--- src/rtl/fei_pkg.sv ---
`timescale 1ns / 1ps
// ----------------------------------------------------------------------------
// fei_pkg: shared definitions of the fractal escape-time iterator
// Fixed-point formats, saturation helpers, queue entry layout, multiplier
// request/response records and the back-end sequencer states.
// ----------------------------------------------------------------------------
package fei_pkg;

  localparam int FRAC_BITS   = 28;
  localparam int COUNT_WIDTH = 17;
  localparam int IN_W        = 32;
  localparam int IN_FRAC     = 28;
  localparam int ZW          = 40;
  localparam int OUT_W       = 16;
  localparam int unsigned LIMIT_CAP = 65536;

  localparam int CAP_W      = $clog2(LIMIT_CAP + 1);
  localparam int LIM_CMP_W  = (COUNT_WIDTH > CAP_W) ? COUNT_WIDTH : CAP_W;

  // Multiplier is built from half-width partial products.
  localparam int HALF   = (ZW + 1) / 2;
  localparam int PROD_W = 4 * HALF;

  localparam int CONV_SHL = (FRAC_BITS >= IN_FRAC) ? (FRAC_BITS - IN_FRAC) : 0;
  localparam int CONV_SHR = (FRAC_BITS < IN_FRAC) ? (IN_FRAC - FRAC_BITS) : 0;
  localparam int SAT_W    = ((IN_W + CONV_SHL + 1) > (ZW + 2)) ? (IN_W + CONV_SHL + 1)
                                                                 : (ZW + 2);

  // Escape when |z|^2 > 4, i.e. the exact square sum exceeds 2^(2F+2).
  localparam int ESC_POS = 2 * FRAC_BITS + 2;
  localparam int SUM_W   = ((PROD_W + 1) > (ESC_POS + 2)) ? (PROD_W + 1) : (ESC_POS + 2);
  localparam logic [SUM_W-1:0] ESC_THRESH = SUM_W'(1) << ESC_POS;

  localparam logic signed [ZW-1:0] Z_MAX = {1'b0, {(ZW-1){1'b1}}};
  localparam logic signed [ZW-1:0] Z_MIN = {1'b1, {(ZW-1){1'b0}}};

  localparam int QDEPTH = 2;
  localparam int QPTR_W = $clog2(QDEPTH);
  localparam int QCNT_W = $clog2(QDEPTH + 1);

  localparam int CFG_IDX_W = 1;

  typedef enum logic [CFG_IDX_W-1:0] {
    CFG_MAX_ITER = 1'b0,
    CFG_DEGREE   = 1'b1
  } cfg_reg_t;

  typedef struct packed {
    logic signed [ZW-1:0]    pr;
    logic signed [ZW-1:0]    pi;
    logic [COUNT_WIDTH-1:0]  limit;
    logic                    mode;
    logic                    no_iter;
  } fei_item_t;

  typedef struct packed {
    logic full;
    logic empty;
  } q_status_t;

  typedef struct packed {
    logic                 start;
    logic signed [ZW-1:0] a;
    logic signed [ZW-1:0] b;
  } mul_req_t;

  typedef struct packed {
    logic                 done;
    logic [PROD_W-1:0]    prod;
    logic signed [ZW-1:0] res;
  } mul_rsp_t;

  typedef enum logic [3:0] {
    B_IDLE,
    B_X_GO,
    B_X_WAIT,
    B_Y_GO,
    B_Y_WAIT,
    B_TEST,
    B_PREP,
    B_P_GO,
    B_P_WAIT,
    B_Q_GO,
    B_Q_WAIT,
    B_UPDATE,
    B_DONE
  } back_state_t;

  // Clamp a wide signed value to the signed ZW-bit range.
  function automatic logic signed [ZW-1:0] sat_z(input logic signed [SAT_W-1:0] v);
    logic signed [SAT_W-1:0] hi;
    logic signed [SAT_W-1:0] lo;
    hi = SAT_W'(Z_MAX);
    lo = SAT_W'(Z_MIN);
    if (v > hi) begin
      sat_z = Z_MAX;
    end else if (v < lo) begin
      sat_z = Z_MIN;
    end else begin
      sat_z = $signed(v[ZW-1:0]);
    end
  endfunction

  // Magnitude of a signed ZW-bit value; the most negative value fits unsigned.
  function automatic logic [ZW-1:0] mag_z(input logic signed [ZW-1:0] v);
    if (v[ZW-1]) begin
      mag_z = (~v) + ZW'(1);
    end else begin
      mag_z = v;
    end
  endfunction

  // Input point format to internal format; a right shift floors.
  function automatic logic signed [ZW-1:0] to_fixed(input logic signed [IN_W-1:0] c);
    logic signed [SAT_W-1:0] w;
    w = SAT_W'(c);
    w = w <<< CONV_SHL;
    w = w >>> CONV_SHR;
    to_fixed = sat_z(w);
  endfunction

endpackage

--- src/rtl/fei_front.sv ---
`timescale 1ns / 1ps
// ----------------------------------------------------------------------------
// fei_front: input acceptance and classification
// Holds the configuration registers, converts each point to the internal
// format, caps the iteration limit and marks points that need no iteration.
// ----------------------------------------------------------------------------
module fei_front (
  input  logic                                  clk,
  input  logic                                  rst_n,
  input  logic                                  in_valid,
  output logic                                  in_stall,
  input  logic signed [fei_pkg::IN_W-1:0]       in_c_real,
  input  logic signed [fei_pkg::IN_W-1:0]       in_c_imag,
  input  logic                                  cfg_we,
  input  logic [fei_pkg::CFG_IDX_W-1:0]         cfg_index,
  input  logic [fei_pkg::COUNT_WIDTH-1:0]       cfg_wdata,
  input  fei_pkg::q_status_t                    q_stat,
  output logic                                  push,
  output fei_pkg::fei_item_t                    item
);

  localparam int CW = fei_pkg::COUNT_WIDTH;
  localparam int LW = fei_pkg::LIM_CMP_W;

  logic [CW-1:0] max_iter_r;
  logic [CW-1:0] max_iter_nxt;
  logic          degree_r;
  logic          degree_nxt;
  logic [CW-1:0] limit;

  always_comb begin
    max_iter_nxt = max_iter_r;
    degree_nxt   = degree_r;
    if (cfg_we) begin
      case (fei_pkg::cfg_reg_t'(cfg_index))
        fei_pkg::CFG_MAX_ITER: begin
          max_iter_nxt = cfg_wdata;
        end
        fei_pkg::CFG_DEGREE: begin
          degree_nxt = cfg_wdata[0];
        end
        default: begin
          max_iter_nxt = max_iter_r;
        end
      endcase
    end
  end

  always_ff @(posedge clk) begin
    if (!rst_n) begin
      max_iter_r <= CW'(fei_pkg::LIMIT_CAP);
      degree_r   <= 1'b0;
    end else begin
      max_iter_r <= max_iter_nxt;
      degree_r   <= degree_nxt;
    end
  end

  // Counts never go past the cap, so the result always fits the output field.
  assign limit = (LW'(max_iter_r) > LW'(fei_pkg::LIMIT_CAP)) ? CW'(fei_pkg::LIMIT_CAP)
                                                              : max_iter_r;

  assign in_stall = q_stat.full;
  assign push     = in_valid && !q_stat.full;

  always_comb begin
    item.pr      = fei_pkg::to_fixed(in_c_real);
    item.pi      = fei_pkg::to_fixed(in_c_imag);
    item.limit   = limit;
    item.mode    = degree_r;
    item.no_iter = (limit <= CW'(1));
  end

endmodule

--- src/rtl/fei_queue.sv ---
`timescale 1ns / 1ps
// ----------------------------------------------------------------------------
// fei_queue: short queue between front and back end
// A small circular buffer of classified points with full and empty flags.
// ----------------------------------------------------------------------------
module fei_queue (
  input  logic                clk,
  input  logic                rst_n,
  input  logic                push,
  input  fei_pkg::fei_item_t  wr_item,
  input  logic                pop,
  output fei_pkg::fei_item_t  rd_item,
  output fei_pkg::q_status_t  q_stat
);

  localparam int PW = fei_pkg::QPTR_W;
  localparam int NW = fei_pkg::QCNT_W;

  fei_pkg::fei_item_t entries [fei_pkg::QDEPTH];

  logic [PW-1:0] wr_ptr_r;
  logic [PW-1:0] wr_ptr_nxt;
  logic [PW-1:0] rd_ptr_r;
  logic [PW-1:0] rd_ptr_nxt;
  logic [NW-1:0] count_r;
  logic [NW-1:0] count_nxt;
  logic          do_push;
  logic          do_pop;

  assign q_stat.full  = (count_r == NW'(fei_pkg::QDEPTH));
  assign q_stat.empty = (count_r == '0);
  assign do_push      = push && !q_stat.full;
  assign do_pop       = pop && !q_stat.empty;
  assign rd_item      = entries[rd_ptr_r];

  always_comb begin
    wr_ptr_nxt = wr_ptr_r;
    rd_ptr_nxt = rd_ptr_r;
    if (do_push) begin
      wr_ptr_nxt = (wr_ptr_r == PW'(fei_pkg::QDEPTH - 1)) ? '0 : wr_ptr_r + PW'(1);
    end
    if (do_pop) begin
      rd_ptr_nxt = (rd_ptr_r == PW'(fei_pkg::QDEPTH - 1)) ? '0 : rd_ptr_r + PW'(1);
    end
    case ({do_push, do_pop})
      2'b10:   count_nxt = count_r + NW'(1);
      2'b01:   count_nxt = count_r - NW'(1);
      default: count_nxt = count_r;
    endcase
  end

  always_ff @(posedge clk) begin
    if (!rst_n) begin
      wr_ptr_r <= '0;
      rd_ptr_r <= '0;
      count_r  <= '0;
    end else begin
      wr_ptr_r <= wr_ptr_nxt;
      rd_ptr_r <= rd_ptr_nxt;
      count_r  <= count_nxt;
    end
  end

  always_ff @(posedge clk) begin
    if (do_push) begin
      entries[wr_ptr_r] <= wr_item;
    end
  end

endmodule

--- src/rtl/fei_mul.sv ---
`timescale 1ns / 1ps
// ----------------------------------------------------------------------------
// fei_mul: sequential fixed-point multiplier
// Forms the exact product of two signed 40-bit values from four half-width
// partial products, one per cycle, then rounds toward minus infinity and
// saturates. The exact magnitude product is also returned.
// ----------------------------------------------------------------------------
module fei_mul (
  input  logic               clk,
  input  logic               rst_n,
  input  fei_pkg::mul_req_t  req,
  output fei_pkg::mul_rsp_t  rsp
);

  localparam int H  = fei_pkg::HALF;
  localparam int PW = fei_pkg::PROD_W;
  localparam int ZW = fei_pkg::ZW;
  localparam int F  = fei_pkg::FRAC_BITS;
  localparam logic [2:0] PP_STEPS  = 3'd4;
  localparam logic [2:0] POST_STEP = 3'd5;

  logic                 busy_r;
  logic [2:0]           step_r;
  logic [2*H-1:0]       am_r;
  logic [2*H-1:0]       bm_r;
  logic                 neg_r;
  logic [2*H-1:0]       pp_r;
  logic [1:0]           pp_sh_r;
  logic                 pp_vld_r;
  logic [PW-1:0]        acc_r;
  logic signed [ZW-1:0] res_r;
  logic                 done_r;

  logic [H-1:0]         a_part;
  logic [H-1:0]         b_part;
  logic [PW-1:0]        pp_shifted;

  // Floor-rounded, saturated fixed-point value of the signed product.
  function automatic logic signed [ZW-1:0] round_sat(input logic [PW-1:0] p,
                                                     input logic neg);
    logic [PW-1:0] q;
    logic          rem;
    q   = p >> F;
    rem = |p[F-1:0];
    if (!neg) begin
      round_sat = (q > PW'(fei_pkg::Z_MAX)) ? fei_pkg::Z_MAX : $signed(q[ZW-1:0]);
    end else begin
      q = q + PW'(rem);
      if (q > (PW'(1) << (ZW - 1))) begin
        round_sat = fei_pkg::Z_MIN;
      end else begin
        round_sat = $signed((~q[ZW-1:0]) + ZW'(1));
      end
    end
  endfunction

  assign a_part = step_r[1] ? am_r[2*H-1:H] : am_r[H-1:0];
  assign b_part = step_r[0] ? bm_r[2*H-1:H] : bm_r[H-1:0];

  always_comb begin
    case (pp_sh_r)
      2'd0:    pp_shifted = PW'(pp_r);
      2'd1:    pp_shifted = PW'(pp_r) << H;
      2'd2:    pp_shifted = PW'(pp_r) << (2 * H);
      default: pp_shifted = '0;
    endcase
  end

  always_ff @(posedge clk) begin
    if (!rst_n) begin
      busy_r   <= 1'b0;
      step_r   <= '0;
      pp_vld_r <= 1'b0;
      done_r   <= 1'b0;
    end else begin
      done_r   <= 1'b0;
      pp_vld_r <= busy_r && (step_r < PP_STEPS);
      if (req.start) begin
        busy_r <= 1'b1;
        step_r <= '0;
      end else if (busy_r) begin
        if (step_r == POST_STEP) begin
          busy_r <= 1'b0;
          done_r <= 1'b1;
        end
        step_r <= step_r + 3'd1;
      end
    end
  end

  always_ff @(posedge clk) begin
    pp_r    <= (2*H)'(a_part) * (2*H)'(b_part);
    pp_sh_r <= {1'b0, step_r[1]} + {1'b0, step_r[0]};
    if (req.start) begin
      am_r  <= (2*H)'(fei_pkg::mag_z(req.a));
      bm_r  <= (2*H)'(fei_pkg::mag_z(req.b));
      neg_r <= req.a[ZW-1] ^ req.b[ZW-1];
      acc_r <= '0;
    end else if (pp_vld_r) begin
      acc_r <= acc_r + pp_shifted;
    end
    if (busy_r && (step_r == POST_STEP)) begin
      res_r <= round_sat(acc_r, neg_r);
    end
  end

  assign rsp.done = done_r;
  assign rsp.prod = acc_r;
  assign rsp.res  = res_r;

endmodule

--- src/rtl/fei_back.sv ---
`timescale 1ns / 1ps
// ----------------------------------------------------------------------------
// fei_back: iteration sequencer and result register
// Takes classified points from the queue, runs the escape-time recurrence
// on the shared multiplier and holds each count until it is transferred.
// ----------------------------------------------------------------------------
module fei_back (
  input  logic                             clk,
  input  logic                             rst_n,
  input  fei_pkg::q_status_t               q_stat,
  input  fei_pkg::fei_item_t               item,
  output logic                             pop,
  output logic                             out_valid,
  input  logic                             out_stall,
  output logic [fei_pkg::OUT_W-1:0]        out_escape_count
);

  localparam int ZW  = fei_pkg::ZW;
  localparam int SW  = fei_pkg::SAT_W;
  localparam int CW  = fei_pkg::COUNT_WIDTH;
  localparam int CW1 = fei_pkg::COUNT_WIDTH + 1;
  localparam int SUW = fei_pkg::SUM_W;
  localparam int PW  = fei_pkg::PROD_W;
  localparam int OW  = fei_pkg::OUT_W;

  fei_pkg::back_state_t state_r;
  fei_pkg::back_state_t state_nxt;
  fei_pkg::mul_req_t    mul_req;
  fei_pkg::mul_rsp_t    mul_rsp;

  logic signed [ZW-1:0] zr_r;
  logic signed [ZW-1:0] zi_r;
  logic signed [ZW-1:0] pr_r;
  logic signed [ZW-1:0] pi_r;
  logic [CW-1:0]        limit_r;
  logic                 mode_r;
  logic [CW-1:0]        iter_r;
  logic [PW-1:0]        xx_r;
  logic [PW-1:0]        yy_r;
  logic signed [ZW-1:0] x2_r;
  logic signed [ZW-1:0] y2_r;
  logic signed [ZW-1:0] x3_r;
  logic signed [ZW-1:0] y3_r;
  logic signed [ZW-1:0] dx_r;
  logic signed [ZW-1:0] dy_r;
  logic signed [ZW-1:0] t_r;
  logic signed [ZW-1:0] u_r;
  logic [OW-1:0]        result_r;
  logic                 out_valid_r;
  logic [OW-1:0]        out_count_r;

  logic [SUW-1:0]       sum_sq;
  logic                 escape;
  logic [CW1-1:0]       iter_inc;
  logic                 hit;
  logic                 stop;
  logic                 can_load_out;
  logic                 out_load;
  logic signed [ZW-1:0] nx;
  logic signed [ZW-1:0] ny;

  fei_mul u_mul (
    .clk   (clk),
    .rst_n (rst_n),
    .req   (mul_req),
    .rsp   (mul_rsp)
  );

  // xx_r and yy_r hold the exact squares of the current z.
  assign sum_sq       = SUW'(xx_r) + SUW'(yy_r);
  assign escape       = sum_sq > fei_pkg::ESC_THRESH;
  assign iter_inc     = CW1'(iter_r) + CW1'(1);
  assign hit          = (iter_r != '0) && escape;
  assign stop         = hit || (iter_inc >= CW1'(limit_r));
  assign can_load_out = !out_valid_r || !out_stall;

  always_comb begin
    if (mode_r) begin
      nx = fei_pkg::sat_z(SW'(t_r) + SW'(pr_r));
      ny = fei_pkg::sat_z(SW'(u_r) + SW'(pi_r));
    end else begin
      nx = fei_pkg::sat_z(SW'(x2_r) - SW'(y2_r) + SW'(pr_r));
      ny = fei_pkg::sat_z(SW'(t_r) + SW'(pi_r));
    end
  end

  always_comb begin
    state_nxt = state_r;
    case (state_r)
      fei_pkg::B_IDLE: begin
        if (!q_stat.empty) begin
          state_nxt = item.no_iter ? fei_pkg::B_DONE : fei_pkg::B_X_GO;
        end
      end
      fei_pkg::B_X_GO:   state_nxt = fei_pkg::B_X_WAIT;
      fei_pkg::B_X_WAIT: begin
        if (mul_rsp.done) begin
          state_nxt = fei_pkg::B_Y_GO;
        end
      end
      fei_pkg::B_Y_GO:   state_nxt = fei_pkg::B_Y_WAIT;
      fei_pkg::B_Y_WAIT: begin
        if (mul_rsp.done) begin
          state_nxt = fei_pkg::B_TEST;
        end
      end
      fei_pkg::B_TEST: begin
        if (stop) begin
          state_nxt = fei_pkg::B_DONE;
        end else begin
          state_nxt = mode_r ? fei_pkg::B_PREP : fei_pkg::B_P_GO;
        end
      end
      fei_pkg::B_PREP:   state_nxt = fei_pkg::B_P_GO;
      fei_pkg::B_P_GO:   state_nxt = fei_pkg::B_P_WAIT;
      fei_pkg::B_P_WAIT: begin
        if (mul_rsp.done) begin
          state_nxt = mode_r ? fei_pkg::B_Q_GO : fei_pkg::B_UPDATE;
        end
      end
      fei_pkg::B_Q_GO:   state_nxt = fei_pkg::B_Q_WAIT;
      fei_pkg::B_Q_WAIT: begin
        if (mul_rsp.done) begin
          state_nxt = fei_pkg::B_UPDATE;
        end
      end
      fei_pkg::B_UPDATE: state_nxt = fei_pkg::B_X_GO;
      fei_pkg::B_DONE: begin
        if (can_load_out) begin
          state_nxt = fei_pkg::B_IDLE;
        end
      end
      default:           state_nxt = fei_pkg::B_IDLE;
    endcase
  end

  always_comb begin
    pop           = 1'b0;
    out_load      = 1'b0;
    mul_req.start = 1'b0;
    mul_req.a     = zr_r;
    mul_req.b     = zr_r;
    case (state_r)
      fei_pkg::B_IDLE: begin
        pop = !q_stat.empty;
      end
      fei_pkg::B_X_GO: begin
        mul_req.start = 1'b1;
      end
      fei_pkg::B_Y_GO: begin
        mul_req.start = 1'b1;
        mul_req.a     = zi_r;
        mul_req.b     = zi_r;
      end
      fei_pkg::B_P_GO: begin
        mul_req.start = 1'b1;
        mul_req.b     = mode_r ? dx_r : zi_r;
      end
      fei_pkg::B_Q_GO: begin
        mul_req.start = 1'b1;
        mul_req.a     = zi_r;
        mul_req.b     = dy_r;
      end
      fei_pkg::B_DONE: begin
        out_load = can_load_out;
      end
      default: begin
        pop = 1'b0;
      end
    endcase
  end

  always_ff @(posedge clk) begin
    if (!rst_n) begin
      state_r     <= fei_pkg::B_IDLE;
      out_valid_r <= 1'b0;
    end else begin
      state_r <= state_nxt;
      if (out_load) begin
        out_valid_r <= 1'b1;
      end else if (!out_stall) begin
        out_valid_r <= 1'b0;
      end
    end
  end

  always_ff @(posedge clk) begin
    if (out_load) begin
      out_count_r <= result_r;
    end
    case (state_r)
      fei_pkg::B_IDLE: begin
        if (pop) begin
          pr_r     <= item.pr;
          pi_r     <= item.pi;
          limit_r  <= item.limit;
          mode_r   <= item.mode;
          zr_r     <= '0;
          zi_r     <= '0;
          iter_r   <= '0;
          result_r <= '0;
        end
      end
      fei_pkg::B_X_WAIT: begin
        if (mul_rsp.done) begin
          x2_r <= mul_rsp.res;
          xx_r <= mul_rsp.prod;
        end
      end
      fei_pkg::B_Y_WAIT: begin
        if (mul_rsp.done) begin
          y2_r <= mul_rsp.res;
          yy_r <= mul_rsp.prod;
        end
      end
      fei_pkg::B_TEST: begin
        // Squares are never negative, so tripling is a clamp at the top only.
        x3_r     <= fei_pkg::sat_z((SW'(x2_r) <<< 1) + SW'(x2_r));
        y3_r     <= fei_pkg::sat_z((SW'(y2_r) <<< 1) + SW'(y2_r));
        result_r <= hit ? OW'(iter_r) : '0;
      end
      fei_pkg::B_PREP: begin
        dx_r <= x2_r - y3_r;
        dy_r <= x3_r - y2_r;
      end
      fei_pkg::B_P_WAIT: begin
        if (mul_rsp.done) begin
          t_r <= mode_r ? mul_rsp.res : fei_pkg::sat_z(SW'($signed(mul_rsp.res)) <<< 1);
        end
      end
      fei_pkg::B_Q_WAIT: begin
        if (mul_rsp.done) begin
          u_r <= mul_rsp.res;
        end
      end
      fei_pkg::B_UPDATE: begin
        zr_r   <= nx;
        zi_r   <= ny;
        iter_r <= iter_r + CW'(1);
      end
      default: begin
        result_r <= result_r;
      end
    endcase
  end

  assign out_valid        = out_valid_r;
  assign out_escape_count = out_count_r;

  a_pop_needs_entry: assert property (@(posedge clk) disable iff (!rst_n)
    pop |-> !q_stat.empty)
    else $error("queue popped while empty");

  a_no_result_overwrite: assert property (@(posedge clk) disable iff (!rst_n)
    (out_valid_r && out_stall) |=> (out_count_r == $past(out_count_r)))
    else $error("pending result overwritten");

  a_done_while_waiting: assert property (@(posedge clk) disable iff (!rst_n)
    mul_rsp.done |-> (state_r == fei_pkg::B_X_WAIT || state_r == fei_pkg::B_Y_WAIT ||
                      state_r == fei_pkg::B_P_WAIT || state_r == fei_pkg::B_Q_WAIT))
    else $error("multiplier finished outside a wait state");

  a_test_below_limit: assert property (@(posedge clk) disable iff (!rst_n)
    (state_r == fei_pkg::B_TEST) |-> (CW1'(iter_r) < CW1'(limit_r)))
    else $error("iteration count reached the limit");

endmodule

--- src/rtl/fractal_escape_time_iterator.sv ---
`timescale 1ns / 1ps
// ----------------------------------------------------------------------------
// fractal_escape_time_iterator: escape-time count of a complex point
// Iterates z = z^2 + c or z = z^3 + c from zero and reports the first
// iteration at which |z|^2 exceeds 4, or zero when the limit runs out.
// ----------------------------------------------------------------------------
// Usage:
//   Input channel (in_valid / in_stall) carries one point c as two signed
//   Q4.28 words. A transfer happens on a rising edge with valid high and
//   stall low. Output channel (out_valid / out_stall) carries one 16-bit
//   escape count per point, in input order.
//   The configuration port writes the iteration limit (index 0) or the degree
//   mode (index 1) whenever cfg_we is high; write only while the block is idle.
//   The back end works on one point until its count is loaded, so a new
//   point starts only after the last one is through. Each iteration runs
//   three (squared) or four (cubic) 40x40 products through one shared
//   multiplier that forms a half-width partial product per cycle. Points
//   whose limit is 0 or 1 skip the iteration and go straight to the result.
//   A two-entry queue lets the front accept points while the back end works,
//   and a result register holds each count while the receiver stalls; the
//   back end waits in its final state until that register is free.
//   Reset (rst_n low, synchronous) empties the queue and the result register,
//   returns the sequencer to idle and restores the limit 65536, squared mode.
// ----------------------------------------------------------------------------
module fractal_escape_time_iterator (
  input  logic                                clk,
  input  logic                                rst_n,
  input  logic                                in_valid,
  output logic                                in_stall,
  input  logic signed [fei_pkg::IN_W-1:0]     in_c_real,
  input  logic signed [fei_pkg::IN_W-1:0]     in_c_imag,
  output logic                                out_valid,
  input  logic                                out_stall,
  output logic [fei_pkg::OUT_W-1:0]           out_escape_count,
  input  logic                                cfg_we,
  input  logic [fei_pkg::CFG_IDX_W-1:0]       cfg_index,
  input  logic [fei_pkg::COUNT_WIDTH-1:0]     cfg_wdata
);

  // Front to queue: a classified point and its write strobe.
  fei_pkg::fei_item_t push_item;
  logic               push;

  // Queue to back end: the oldest point, its status and the pop strobe.
  fei_pkg::fei_item_t head_item;
  fei_pkg::q_status_t q_stat;
  logic               pop;

  // The front owns the configuration registers and the input transfer; it
  // stalls the input only when the queue is full.
  fei_front u_front (
    .clk       (clk),
    .rst_n     (rst_n),
    .in_valid  (in_valid),
    .in_stall  (in_stall),
    .in_c_real (in_c_real),
    .in_c_imag (in_c_imag),
    .cfg_we    (cfg_we),
    .cfg_index (cfg_index),
    .cfg_wdata (cfg_wdata),
    .q_stat    (q_stat),
    .push      (push),
    .item      (push_item)
  );

  fei_queue u_queue (
    .clk     (clk),
    .rst_n   (rst_n),
    .push    (push),
    .wr_item (push_item),
    .pop     (pop),
    .rd_item (head_item),
    .q_stat  (q_stat)
  );

  // The back end works on one point at a time and owns the result register.
  fei_back u_back (
    .clk              (clk),
    .rst_n            (rst_n),
    .q_stat           (q_stat),
    .item             (head_item),
    .pop              (pop),
    .out_valid        (out_valid),
    .out_stall        (out_stall),
    .out_escape_count (out_escape_count)
  );

endmodule
--- config.mk ---
export PLATFORM = sky130hd
export DESIGN_NAME = fractal_escape_time_iterator
export DESIGN_NICKNAME = d
export VERILOG_FILES = /design/src/rtl/fei_pkg.sv /design/src/rtl/fei_front.sv /design/src/rtl/fei_queue.sv /design/src/rtl/fei_mul.sv /design/src/rtl/fei_back.sv /design/src/rtl/fractal_escape_time_iterator.sv
export SDC_FILE = /design/constraint.sdc
export NUM_CORES = 2
export LEC_CHECK = 0
export BUFFER_PORTS_ARGS = -buffer_cell sky130_fd_sc_hd__buf_2
export CORE_MARGIN = 1.5
export CORE_UTILIZATION = 50
export DETAILED_ROUTE_END_ITERATION = 8
export GPL_ROUTABILITY_DRIVEN = 0
export GPL_TIMING_DRIVEN = 0
export PLACE_DENSITY = 0.65
export SLEW_MARGIN = 20
export SYNTH_ARGS = -nofsm -noshare
export SYNTH_HDL_FRONTEND = slang
export SYNTH_HIERARCHICAL = 1
export SYNTH_SLANG_ARGS = --single-unit
--- constraint.sdc ---
create_clock -name clk -period 15.5 [get_ports clk]
set_clock_uncertainty 0.1 [all_clocks]
set_input_delay 3.1 -clock clk [delete_from_list [all_inputs] [get_ports clk]]
set_output_delay 3.1 -clock clk [all_outputs]
set_load 0.1 [all_outputs]
# Word-level counts from Yosys, hierarchy flattened
# Memories as Yosys holds them, arrays and structs flattened. A register that Yosys moved wholly into a read port is not among the register bits.
# Cells that the tools add are included.
# W data, S select, Z words.
# classes
mul,1
addsub,23
eq_ne,26
reduce_logical,34
bitwise,7
muxes,66
order_cmp,25
# op_table
op,count
$mux W40,25
$gt A42 B40 Y1 const B,6
$lt A42 B40 Y1 const B,6
$pmux W80 S3,1
$pmux W40 S2,2
$add A41 B40 Y42,3
$add A40 B40 Y41,3
$not A40 Y40,3
$pmux W40 S3,1
$add A80 B80 Y81,1
$gt A81 B59 Y1 const B,1
$add A40 B2 Y40 const B,2
$add A80 B80 Y80,1
$gt A32 B40 Y1 const B,2
$lt A32 B40 Y1 const B,2
$sub A40 B40 Y40,2
$mux W39,2
$add A52 B1 Y53,1
$gt A53 B40 Y1 const B,1
$gt A52 B39 Y1 const B,1
$pmux W4 S13,1
$gt A41 B40 Y1 const B,1
$lt A41 B40 Y1 const B,1
$sub A40 B40 Y41,1
46 further kinds,112
# totals
elab_cells,222
register_bits,983
mem_bits_rw,198
out_inout_bits,18
mem_count,1
# memory_table
memory,words,word_bits,read_ports,rd_clocked_by_memory_dff,write_ports,line_no,text
u_queue.entries,2,99,1,1,1,fei_queue.sv:19,fei_pkg::fei_item_t entries [fei_pkg::QDEPTH];

# Depth between registers and ports, before layout
# logic_depth
ltp_word,7
depth_mapped,32
depth_no_buf,29

# Hierarchy
# The synthesis kept the hierarchy.
# by_module_without_submodules
module,cells_each,n_inst,area_each_um2,seq_area_each_um2
fei_back,5011,1,49563.8,21330.5
fei_mul,3619,1,31251.2,6195.9
fei_queue,334,1,7360.8,6045.8
fei_front,189,1,1470.2,360.3

# Worst setup path after synthesis
# Ideal clock, no wire load.
# synth_timing
path_kind,register to register
from,register u_back.state_r[1]
to,register u_back.x2_r[0] (enable)
n_path_buf,1
required_time_ns,14.654
t_arrival_ns,8.896
stages_incl_launch_ff,5
path_slack_ns,5.758
setup_time_ns,0.746
path_cell_list,dfxtp_1 clkbuf_1 nor2b_1 nand2_1 nor3_1
# synth_via
elab_chain_cells,2
# synth_lines
element,line_no,text
start: declaration,fei_back.sv:26,fei_pkg::back_state_t state_r;
start signal: assignment,fei_back.sv:175,state_r <= fei_pkg::B_IDLE;
start signal: assignment,fei_back.sv:178,state_r <= state_nxt;
$eq A4 B2 Y1,fei_back.sv:191,case (state_r)
$reduce_and A2 Y1 (no line),-,
end signal: assignment,fei_back.sv:206,x2_r <= mul_rsp.res;
end: declaration,fei_back.sv:40,logic signed [ZW-1:0] x2_r;
# Every way passes these cells.
# A chain may end at the register's enable or synchronous reset.

# Worst setup path after layout
# layout_timing
from,register u_back.u_mul.step_r[1]
to,register u_back.u_mul.pp_r[36]
# layout_via
elab_chain_cells,2
# layout_lines
element,line_no,text
start: declaration,fei_mul.sv:23,logic [2:0] step_r;
start signal: assignment,fei_mul.sv:86,step_r <= step_r + 3'd1;
$mux W20,fei_mul.sv:57,assign a_part = step_r[1] ? am_r[2*H-1:H] : am_r[H-1:0];
$mul A20 B20 Y40,fei_mul.sv:92,pp_r <= (2*H)'(a_part) * (2*H)'(b_part);
end signal: assignment,fei_mul.sv:92,
end: declaration,fei_mul.sv:27,logic [2*H-1:0] pp_r;
# Every way passes these cells.

==> qor.txt <==
Tmin final = 10.34 ns
Worst Path Arrival = 10.94 ns
fin area = 0.09790 mm2
Synth async-reset ratio = 0%
fin nets = 10.47k
Worst R2R Path Depth = 30
Worst-path clk slew = 0.06 ns
Top cell by count, worst path = fa_1
commonest non-fill, non-tap cells in the layout = edfxtp_1, nand2_1, inv_1, a21oi_1, nor2_1
CTS Buf Count = 133
Syn Inst Count = 9153
Worst-Margin Slew = 1.286 ns
vias in the first global route = 70.31k
die span in y = 426.4 um
mapped cell area = 0.08965 mm2
clk root buf = clkbuf_16
Multi-input gate area = 0.05085 mm2
outcome = finished with violations
Post-Syn Nets = 10.27k
CP required = 16.10 ns
minimum hold slack = 0.3180 ns
relative slew slack = 11.81%
sequential fraction of the synthesis area = 37.85%
Antenna Violating Nets Remaining = 0
highest clock rate = 0.09671 GHz
Post-Route WL = 274.8 mm
post-CTS sizing = 0
Skew-Pair Late Insertion Delay = 0.78 ns
Std-Cell Rows = 155
crit path max fanout = 10
first-iteration detailed-routing DRC count = 6974
CP max-delay cell = mux2i_1
critical setup path kind = register to register
unique cell type count in the Yosys netlist = 110
fillers = 15.51k
Critical Path Source Type = register
H-Tree Depth = 4
first-pass GRT wire length = 412.5 mm
syn_area_per_cell = 9.794 um2
hold depth = 0
core area = 0.1782 mm2
CTS tree = yes
Starting Density = 50.30%
sequential cell area = 0.03393 mm2
area delta synth->final = 9.212%
IO Port Bufs = 40
Period Utilization, post-route = 66.71%
Top FF cell, synth = edfxtp_1
die area = 0.1818 mm2
most common library cell in the layout ignoring fill and taps = edfxtp_1
Top Ports = 105
CTS sink count = 1182
Synth Register Bits = 1182
pre-CTS WS = 5.307 ns
First-pass DRT Iterations = 9
violated checks = design-rule violations
Yosys Warn Count = 6
grt ovf = 0
fin worst setup slack = 5.159 ns
largest net degree at the start of global routing = 78
worst stage delay on the critical path = 0.77 ns
Setup Buffers After CTS = 0
share of cells above drive strength 1 = 7.657%
RSZ-0062 raised after global routing = no
HP Class = register to register
Die Width = 426.4 um
Final Hold Fails = 0
Setup-failing EPs final = 0
hold buffers post-CTS = 0
HPWL after DPL = 221.5 mm
Tot GR Track Use = 29.80%
vias per cell = 6.080
Post-synth EDFFs = 1026
number of remaining DRC errors = 1
max_cap viols = 0
Routed WL per cell = 23.24 um
initial antenna violation count = 7
Fin Setup TNS = 0 ns
Vias = 71.90k
Worst Setup End Kind = register
Max Slew Vio Count = 0
Area after DPL = 0.09342 mm2
Clock Tree Buf Depth = 3
==> metrics by stage <==
stage          utilization, %  std cells
3_3_place_gp            52.06      11550
4_1_cts                 54.92      11820
3_5_place_dp            52.42      11580
6_report                54.93      11830
5_1_grt                 54.93      11830
2_1_floorplan               -       9153
==> synthesized netlist by cell type, drive strengths merged (19+ instances only) <==
| library cell | n | area [um2] |
|---|---|---|
| a31o | 23 | 201.4 |
| xnor2 | 382 | 3346 |
| nor3b | 23 | 172.7 |
| nand4 | 107 | 720.7 |
| nor4 | 70 | 493.0 |
| or3 | 46 | 292.8 |
| fa | 369 | 7387 |
| nand2b | 91 | 571.8 |
| or4 | 32 | 244.0 |
| nand3 | 152 | 765.7 |
| nor2b | 99 | 634.4 |
| a21oi | 719 | 3598 |
| o22ai | 24 | 150.1 |
| nor3 | 205 | 1026 |
| o21ai | 516 | 2586 |
| a22o | 23 | 201.4 |
| a21o | 265 | 1989 |
| nand2 | 787 | 2969 |
| inv | 765 | 2872 |
| o211ai | 56 | 420.4 |
| o21a | 79 | 593.1 |
| nor2 | 695 | 2609 |
| xor2 | 167 | 1463 |
| and4 | 28 | 245.2 |
| ha | 656 | 8208 |
| and2 | 73 | 456.7 |
| or2 | 36 | 225.2 |
| buf | 146 | 972.2 |
| clkbuf | 305 | 1146 |
| dfxtp | 156 | 3123 |
| o31ai | 58 | 440.4 |
| mux2i | 137 | 1371 |
| mux2 | 182 | 2053 |
| edfxtp | 1026 | 30810 |
| a31oi | 55 | 359.1 |
| and3 | 105 | 656.9 |
| o21bai | 91 | 694.4 |
| a211oi | 74 | 555.5 |
| a21boi | 36 | 274.0 |
| a222oi | 40 | 400.4 |
| o2111ai | 19 | 172.7 |
==> path summary, 6_finish.rpt <==
check | from | end | slack (ns)
worst max-delay path | u_back/u_mul/step_r[1]$_SDFFE_PP0P_ | u_back/u_mul/pp_r[36]$_DFF_P_ | 5.16
worst min-delay path | u_back/result_r[14]$_SDFFCE_PN0P_ | u_back/out_escape_count[14]$_DFFE_PP_ | 0.32
worst max register to register | u_back/u_mul/step_r[1]$_SDFFE_PP0P_ | u_back/u_mul/pp_r[36]$_DFF_P_ | 5.16
worst min register to register | u_back/result_r[14]$_SDFFCE_PN0P_ | u_back/out_escape_count[14]$_DFFE_PP_ | 0.32
==> cell type report <==
type / count / share of cell area [%]
Multi-Input combinational cell: 6755 / 51.94
Sequential cell: 1182 / 34.66
Clock buffer: 157 / 3.534
Tap cell: 2355 / 3.010
Inverter: 765 / 2.943
Buffer: 451 / 2.167
Clock inverter: 85 / 1.020
Timing Repair Buffer: 74 / 0.7246
Antenna cell: 2 / 0.005112
==> state kept, by name, summed over array words and instances, names as in the netlist, 80 cells and up, named ones only <==
signal and flops:
u_queue/entries 198, u_back/yy_r 80, u_back/xx_r 80, u_back/u_mul/acc_r 80
==> cell families (layout without fill, tap and decap cells) <==
kind of cell    Yosys count  in the layout  synth area share [%]
other cells               0              2                     0
xor+xnor                549            549                 5.364
fa+ha+maj              1025           1025                 17.40
buf+inv                1216           1532                 5.566
flops                  1182           1182                 37.85
mux                     319            319                 3.820
compound gates         2272           2272                 16.11
simple gates           2590           2590                 13.89
==> worst max-delay path: cells and delay by family, from the launching register on <==
| family | cells | cell delay (ns) |
|---|---|---|
| adders and majority gates | 8 | 3.97 |
| AOI/OAI and AO/OA | 9 | 2.60 |
| buffers and inverters | 9 | 1.96 |
| muxes | 1 | 0.77 |
| and+or+nand+nor | 2 | 0.40 |
| DFF | 1 | 0.33 |
| xor gates and xnor gates | 1 | 0.13 |
==> routing by layer <==
layer | GRT usage, % | wire length, um | vias to the layer above
met3 | 4.922 | 22770 | 735
met4 | 16.65 | 17380 | 2
li1 | - | - | 33260
met1 | 37.94 | 109300 | 34610
met5 | 0 | 11 | -
met2 | 48.25 | 125300 | 3302
Power is not shown: default switching activity piles up to over one toggle a cycle in this logic, so the estimate is an artifact.
